==> config.mk <==
export PLATFORM = sky130hd
export DESIGN_NAME = sbm_ctrl
export DESIGN_NICKNAME = d
export VERILOG_FILES = /design/src/sv/sbm_pkg.sv /design/src/sv/sbm_ctrl.sv
export SDC_FILE = /design/constraint.sdc
export NUM_CORES = 1
export LEC_CHECK = 0
export BUFFER_PORTS_ARGS = -buffer_cell sky130_fd_sc_hd__buf_2
export CAP_MARGIN = 20
export CELL_PAD_IN_SITES_DETAIL_PLACEMENT = 0
export CELL_PAD_IN_SITES_GLOBAL_PLACEMENT = 1
export CORE_AREA = 5 5 42 44
export DETAILED_ROUTE_END_ITERATION = 8
export DIE_AREA = 0 0 47 49
export MAX_ROUTING_LAYER = met4
export PLACE_DENSITY_LB_ADDON = 0.1
export SLEW_MARGIN = 20
export SYNTH_ARGS = -nofsm -noshare
export SYNTH_HDL_FRONTEND = slang
export SYNTH_SLANG_ARGS = --single-unit
==> constraint.sdc <==
create_clock -name clk -period 3.4 [get_ports clk]
set_clock_uncertainty 0.05 [all_clocks]
set_input_delay 0.34 -clock clk [delete_from_list [all_inputs] [get_ports clk]]
set_output_delay 0.34 -clock clk [all_outputs]
set_load 0.01 [all_outputs]
==> src/sv/sbm_pkg.sv <==
// Shared types and constants of the spectrum bar meter.
// Holds the command codes, port structs, controller/datapath handshake structs
// and the fixed band edge table. Depends on nothing.
`timescale 1ns / 1ps

package sbm_pkg;

  localparam int BANDS       = 16;
  localparam int BAND_W      = 4;
  localparam int GROUP_W     = 2;
  localparam int CFG_INDEX_W = 4;
  localparam int CFG_DATA_W  = 12;
  localparam int GAIN_W      = 10;
  localparam int SLEW_W      = 12;
  localparam int SAMPLE_W    = 16;
  localparam int PEAK_W      = 8;
  localparam int COUNT_W     = 9;

  localparam logic [GAIN_W-1:0]  GAIN_RESET = 10'd256;
  localparam logic [SLEW_W-1:0]  SLEW_RESET = 12'd205;
  localparam logic [COUNT_W-1:0] LAST_INDEX = 9'd255;

  localparam logic [CFG_INDEX_W-1:0] REG_GAIN = 4'd0;
  localparam logic [CFG_INDEX_W-1:0] REG_SLEW = 4'd1;

  localparam logic [PEAK_W-1:0] BAND_EDGE [BANDS+1] = '{
    8'd0, 8'd1, 8'd2, 8'd3, 8'd5, 8'd7, 8'd10, 8'd14, 8'd20, 8'd28,
    8'd40, 8'd54, 8'd74, 8'd101, 8'd137, 8'd187, 8'd255
  };

  typedef enum logic [1:0] {
    CMD_SAMPLE    = 2'd0,
    CMD_FRAME_END = 2'd1,
    CMD_RENDER    = 2'd2,
    CMD_RESTART   = 2'd3
  } cmd_code_t;

  typedef struct packed {
    logic [1:0]                 cmd;
    logic signed [SAMPLE_W-1:0] sample;
  } item_t;

  typedef struct packed {
    logic [3:0]  row;
    logic [3:0]  column_base;
    logic [13:0] height_a;
    logic [13:0] height_b;
    logic [13:0] height_c;
    logic [13:0] height_d;
    logic        last;
  } result_t;

  // Commands from the controller to the datapath.
  typedef struct packed {
    logic sample_upd;
    logic shown_clr;
    logic frame_begin;
    logic log_start;
    logic height_store;
    logic render_begin;
    logic render_issue;
  } dp_ctl_t;

  // Status from the datapath to the controller.
  typedef struct packed {
    logic log_done;
    logic band_last;
    logic quad_last;
  } dp_status_t;

  // Band that a sample index below the last edge falls into.
  function automatic logic [BAND_W-1:0] band_of(input logic [PEAK_W-1:0] idx);
    logic [BAND_W-1:0] b;
    b = '0;
    for (int i = 0; i < BANDS; i++) begin
      if (idx >= BAND_EDGE[i] && idx < BAND_EDGE[i+1]) begin
        b = BAND_W'(i);
      end
    end
    return b;
  endfunction

endpackage

==> src/sv/sbm_ctrl.sv <==
// Controller of the spectrum bar meter: accepts commands and sequences the
// frame-end band loop and the render sweep. Depends on sbm_pkg.
`timescale 1ns / 1ps

module sbm_ctrl
  import sbm_pkg::*;
(
  input  logic       clk,
  input  logic       rst,
  input  logic       start,
  input  logic [1:0] cmd,
  output logic       busy,
  output dp_ctl_t    ctl,
  input  dp_status_t status
);

  typedef enum logic [4:0] {
    S_IDLE       = 5'b00001,
    S_FRAME_LOG  = 5'b00010,
    S_FRAME_WAIT = 5'b00100,
    S_RENDER     = 5'b01000,
    S_DRAIN      = 5'b10000
  } state_t;

  state_t state;
  state_t state_next;
  logic   accept;

  assign busy   = (state != S_IDLE);
  assign accept = start && !busy;

  always_comb begin
    state_next = state;
    ctl        = '0;
    case (state)
      S_IDLE: begin
        if (accept) begin
          case (cmd)
            CMD_SAMPLE: ctl.sample_upd = 1'b1;
            CMD_RESTART: ctl.shown_clr = 1'b1;
            CMD_FRAME_END: begin
              ctl.frame_begin = 1'b1;
              state_next      = S_FRAME_LOG;
            end
            CMD_RENDER: begin
              ctl.render_begin = 1'b1;
              state_next       = S_RENDER;
            end
            default: ;
          endcase
        end
      end
      S_FRAME_LOG: begin
        ctl.log_start = 1'b1;
        state_next    = S_FRAME_WAIT;
      end
      S_FRAME_WAIT: begin
        if (status.log_done) begin
          ctl.height_store = 1'b1;
          state_next       = status.band_last ? S_IDLE : S_FRAME_LOG;
        end
      end
      S_RENDER: begin
        ctl.render_issue = 1'b1;
        if (status.quad_last) begin
          state_next = S_DRAIN;
        end
      end
      // The last shown quad is written back at the end of this cycle.
      S_DRAIN: state_next = S_IDLE;
      default: state_next = S_IDLE;
    endcase
  end

  always_ff @(posedge clk) begin
    if (rst) begin
      state <= S_IDLE;
    end else begin
      state <= state_next;
    end
  end

endmodule

==> impl_metrics.toml, run 1 <==
[finish]
final.fill_count = 165
area_growth_pct = 33.0
utilization = 0.349
layout-drive-gt1-share = 0.417
regMostFlops = "state"
final_cells = 76
reg_top3 = "state: 5 flops"
multiInputGateArea_sq_um = 260
largest_reg_flops = 5
diodes = 0
seq_area_sq_um = 100
fin_area_sq_um = 489
nNetsFinal = 69

[routing]
routed_wl_um = 843
postRouteAntennaNets = 0
post_drt_wl_per_cell_um = 11.1
firstDrtPassIters = 3
drc = 0
vias = 362
via_per_inst = 4.76
drtIter0Drc = 2

[power]
pwr-share-seq = 0.254
p_sw_uw = 149
pwr-share-clk = 0.181
swShare = 0.405
ir_drop_mv = 0.326
power.static_leakage_nw = 0.228
p_int_uw = 220
pwr-share-comb = 0.565
cellPowerDensity_mw_per_mm2 = 754
power_uw = 369

[clock_tree]
holdBufCountCts = 0
clock_path_buffers = 2
path_clk_slew_ns = 0.04
cts_made_buffers = 3
cts.sinks = 5
h-tree-depth = 1
cts_tree = "done"
cts_root_buf = "clkbuf_4"
post-cts-setup-buffer-count = 0
clk_latency_ns = 0.24
cts-resized-gates = 0

[place]
place_inst = 72
port_buffers = 15
dpl_cell_area_sq_um = 463
gp_congestion = 0.665
dp_hpwl_um = 708
place_ws_ns = 1.69

[critical_path]
cp_data_arrival_time_ns = 1.57
r2r_slack_ns = 1.99
r2r-start = "state[2]"
r2r-end = "state[0]"
max_stage_delay_ns = 0.43
slowest_stage = "or3_4"
rr_worst_depth = 4
crit_path_end_kind = "output port"
critPathMaxFanout = 4
critPathKind = "reg -> out"
path_cells = "or3_4, nor2_4, nand2_1, nor3b_1, buf_2"
startpoint_type = "flop"
required_ns = 3.01

[sta]
fin_crit_sh = 0.575
finalHoldViolations = 0
worst_pin_slew_ns = 0.311
whs_ns = 0.260
setup_viol_count_final = 0
slew_viol_final = 0
worst_slack_ns = 1.44
slew_headroom = 0.791
max_freq_mhz = 511
final.setup.tns_ns = 0
post-route-min-period_ns = 1.96
grt_setup_unrepaired = "no"

[logic_synthesis]
syn_area_sq_um = 368
seq_area_frac_synth = 0.272
yosys_warnings = 0
syn_inst = 41
synth.avg_cell_area_sq_um = 8.97
syn_nets = 49
ys_types = 24
ys_ff_latch = 5

[die]
die_h_um = 49
core_area_sq_mm = 0.00140
pin_count = 16
die_area_sq_mm = 0.00230
rows = 14
start_util = 0.263
dieWidth_um = 47

[run_status]
status = "completed"

[worst_hold_path]
worstHoldEndpoint = "state[1]"
holdPathStages = 2
worstHoldStart = "rst"
min_path_type = "in -> reg"

[grt]
gr-total-overflow = 0
grt_use_total = 0.0875
grt_pass1_wl_mm = 1.39
grt_start_max_net_pins = 6
grt_pass1_vias = 346
antenna_found_initial = 0

[flow_run]
max-cap-violations = 0
==> power groups by stage <==
stage               Sequential [mW]  Clock [mW]  Combinational (mW)
global route                 0.0953      0.0761               0.230
CTS                          0.0929      0.0689               0.212
finish                       0.0936      0.0667               0.209
floorplan                    0.0888           0               0.168
detailed placement           0.0934           0               0.212
global placement             0.0938           0               0.218
==> cells by family after synthesis <==
family	count (synthesis)	synth area share
AO/OA/AOI/OAI	8	0.224
flip-flops	5	0.272
XOR/XNOR	2	0.0476
AND/OR/NAND/NOR	24	0.435
buffers and inverters	2	0.0204
==> worst max-delay path: cells and delay by family, from the launching register on <==
| kind | cells | cell delay [ns] |
|---|---|---|
| and+or+nand+nor | 4 | 0.86 |
| buffers and inverters | 1 | 0.15 |
| DFF | 1 | 0.32 |
==> final cells by class <==
class,count,share of cell area
multi-input combinational,34,0.532
tap,16,0.0409
timing repair buffer,15,0.153
sequential,5,0.205
inverter,2,0.0153
clock buffer,4,0.0537
==> synth_stat cells (all sizes together) <==
library cell,count,area [sq um]
o21ai,1,5.00
o22a,1,8.76
dfxtp,5,100
nor4b,1,8.76
and3,1,6.26
nand2b,1,6.26
or2b,3,23.8
o21bai,1,18.8
inv,2,7.51
o21a,1,7.51
a211oi,1,20.0
and4,1,8.76
or3,2,22.5
o31ai,1,7.51
nor2,6,30.0
nor3,6,30.0
nand2,1,3.75
o21ba,1,10.0
xor2,2,17.5
nor3b,2,20.0
a21oi,1,5.00
==> layout by cell type, fill, tap and decap left out, types with 2 or more instances in the layout <==
cell	synthesis	layout
buf_2	0	15
nor3_1	6	6
dfxtp_1	5	5
clkbuf_4	0	3
or2b_1	2	2
inv_1	2	2
or3_4	2	2
nor2_1	5	5
xor2_1	2	2
==> how the worst max path moves through the flow <==
stage | start | endpoint | depth (start not counted)
global placement | state[2] | ctl[4] | 5
detailed placement | state[2] | ctl[4] | 5
global route | state[2] | ctl[4] | 5
finish | state[2] | ctl[4] | 5
CTS | state[2] | ctl[4] | 5
floorplan | state[2] | ctl[4] | 4
==> routing by layer <==
metal	GRT usage	wire [um]	vias up	share of wire
met4	0.0415	6	0	0.0071
met3	0.0554	71	2	0.084
met1	0.113	419	161	0.50
met2	0.104	347	13	0.41
li1	-	-	186	-
met5	-	0	-	0
No activity file was read; power rests on OpenSTA's default activity.
==> run 2: changes to the inputs <==
==> constraint.sdc (replaced) <==
create_clock -name clk -period 1.9 [get_ports clk]
set_clock_uncertainty 0.05 [all_clocks]
set_input_delay 0.19 -clock clk [delete_from_list [all_inputs] [get_ports clk]]
set_output_delay 0.19 -clock clk [all_outputs]
set_load 0.01 [all_outputs]
==> run 2 against run 1 <==
  * Combinational power is 80% higher
  * Hold slack worse by 0.15 ns
  * Global-route usage stayed put
  * Via count is 0.55% lower
  * Core utilization is 0.36 points higher
  * Register-to-register slack worse by 1.5 ns
  * Setup slack worse by 1.3 ns
  * Total power is 80% higher
  * Non-clock buffer count stayed put
  * Critical endpoint unchanged
  * Clock power is 80% higher
==> impl_metrics.toml, run 2 (synthesis gave the netlist of run 1 again) <==
[die]
dieWidth_um = 47
rows = 14
die_area_sq_mm = 0.00230
pin_count = 16
die_h_um = 49
start_util = 0.263
core_area_sq_mm = 0.00140

[place]
port_buffers = 15
gp_congestion = 0.665
place_ws_ns = 0.341
dpl_cell_area_sq_um = 463
dp_hpwl_um = 708

[sta]
slew_headroom = 0.791
slew_viol_final = 0
worst_pin_slew_ns = 0.311
setup_viol_count_final = 0
max_freq_mhz = 557
worst_slack_ns = 0.103
post-route-min-period_ns = 1.80
finalHoldViolations = 0
fin_crit_sh = 0.946
grt_setup_unrepaired = "no"
final.setup.tns_ns = 0

[finish]
diodes = 0
final_common_cell = "buf_2"
nNetsFinal = 69
regMostFlops = "state"
layout-drive-gt1-share = 0.433
final.fill_count = 168
reg_top3 = "state: 5 flops"
area_growth_pct = 34.4
layout_common_cells = "buf_2, nor3_1, nor2_1, dfxtp_1, clkbuf_4"
largest_reg_flops = 5
fin_area_sq_um = 494

[routing]
via_per_inst = 4.74
routed_wl_um = 845
firstDrtPassIters = 3
post_drt_wl_per_cell_um = 11.1
postRouteAntennaNets = 0
drtIter0Drc = 1
vias = 360
drc = 0

[clock_tree]
cts.sinks = 5
cts_made_buffers = 3
post-cts-setup-buffer-count = 0
cts_tree = "done"
h-tree-depth = 1
holdBufCountCts = 0
clock_path_buffers = 2
clk_latency_ns = 0.24
path_clk_slew_ns = 0.04
cts_root_buf = "clkbuf_4"

[power]
swShare = 0.406
p_int_uw = 394
power.static_leakage_nw = 0.230
ir_drop_mv = 0.583
pwr-share-comb = 0.567
pwr-share-seq = 0.253
cellPowerDensity_mw_per_mm2 = 1340
pwr-share-clk = 0.180
p_sw_uw = 269

[grt]
grt_use_total = 0.0875
grt_pass1_wl_mm = 1.40
gr-total-overflow = 0
grt_pass1_vias = 346
grt_start_max_net_pins = 6
antenna_found_initial = 0

[critical_path]
critPathKind = "reg -> out"
critPathMaxFanout = 4
cp_data_arrival_time_ns = 1.56
startpoint_type = "flop"
required_ns = 1.66
worstSetupEndpoint = "ctl[4]"
crit_start = "state[2]"
crit_path_end_kind = "output port"
r2r_slack_ns = 0.49
r2r-start = "state[2]"
rr_worst_depth = 4
r2r-end = "state[0]"

[worst_hold_path]
min_path_type = "in -> reg"
worstHoldStart = "rst"

[flow_run]
max-cap-violations = 0

[run_status]
status = "completed"
## run 2: cell count changes in the layout (fill, tap and decap cells not counted)
cell     before  now
nor3b_1       1    0
nor3b_2       1    2
## run 2: how the worst min path moves through the flow
| stage | endpoint | slack (ns) | cells after the start |
|---|---|---|---|
| after floorplan | state[1] | 0.22 | 1 |
| after global placement | state[1] | 0.36 | 2 |
| final | state[1] | 0.11 | 2 |
| after detailed placement | state[1] | 0.36 | 2 |
| after CTS | state[1] | 0.11 | 2 |
| after global routing | state[1] | 0.12 | 2 |
## run 2: critical path: stages, from the launching register on
cell,delay [ns]
dfxtp_1,0.32
or3_4,0.43
nor2_4,0.15
nand2_1,0.11
nor3b_2,0.17
buf_2,0.14
## run 2: cell type report
cell class | count | area, sq um | area share
Timing Repair Buffer | 15 | 75.1 | 0.152
Inverter | 2 | 7.51 | 0.0152
Clock buffer | 4 | 26.3 | 0.0532
Tap cell | 16 | 20.0 | 0.0405
Multi-Input combinational cell | 34 | 265 | 0.537
Sequential cell | 5 | 100 | 0.203
## run 2: metal layers
layer,up-vias,GRT usage,part of all wire
met2,13,0.102,0.40
met5,-,-,0
met4,0,0.0415,0.0071
met3,2,0.0554,0.085
met1,160,0.115,0.51
li1,185,-,-
## run 2: repair_timing
| action | 4_1_cts | 5_1_grt |
|---|---|---|
| endpoints found under the hold margin | 0 | 0 |
| resized for setup | 0 | 1 |
| setup endpoints to repair | 0 | 1 |
## run 2: metrics by stage
step	total power [mW]	util	hold WS (ns)	instances
2_1_floorplan	0.459	-	0.219	41
3_3_place_gp	0.558	0.330	0.358	72
3_5_place_dp	0.546	0.330	0.359	72
4_1_cts	0.669	0.349	0.110	76
5_1_grt	0.721	0.353	0.120	76
6_report	0.663	0.353	0.110	76
## run 2: power by group through the flow
stage                     sequential [mW]  clock (mW)  combinational (mW)
final                               0.168       0.120               0.376
after global routing                0.170       0.136               0.415
after CTS                           0.166       0.123               0.380
after detailed placement            0.167           0               0.379
after global placement              0.168           0               0.391
after floorplan                     0.159           0               0.300
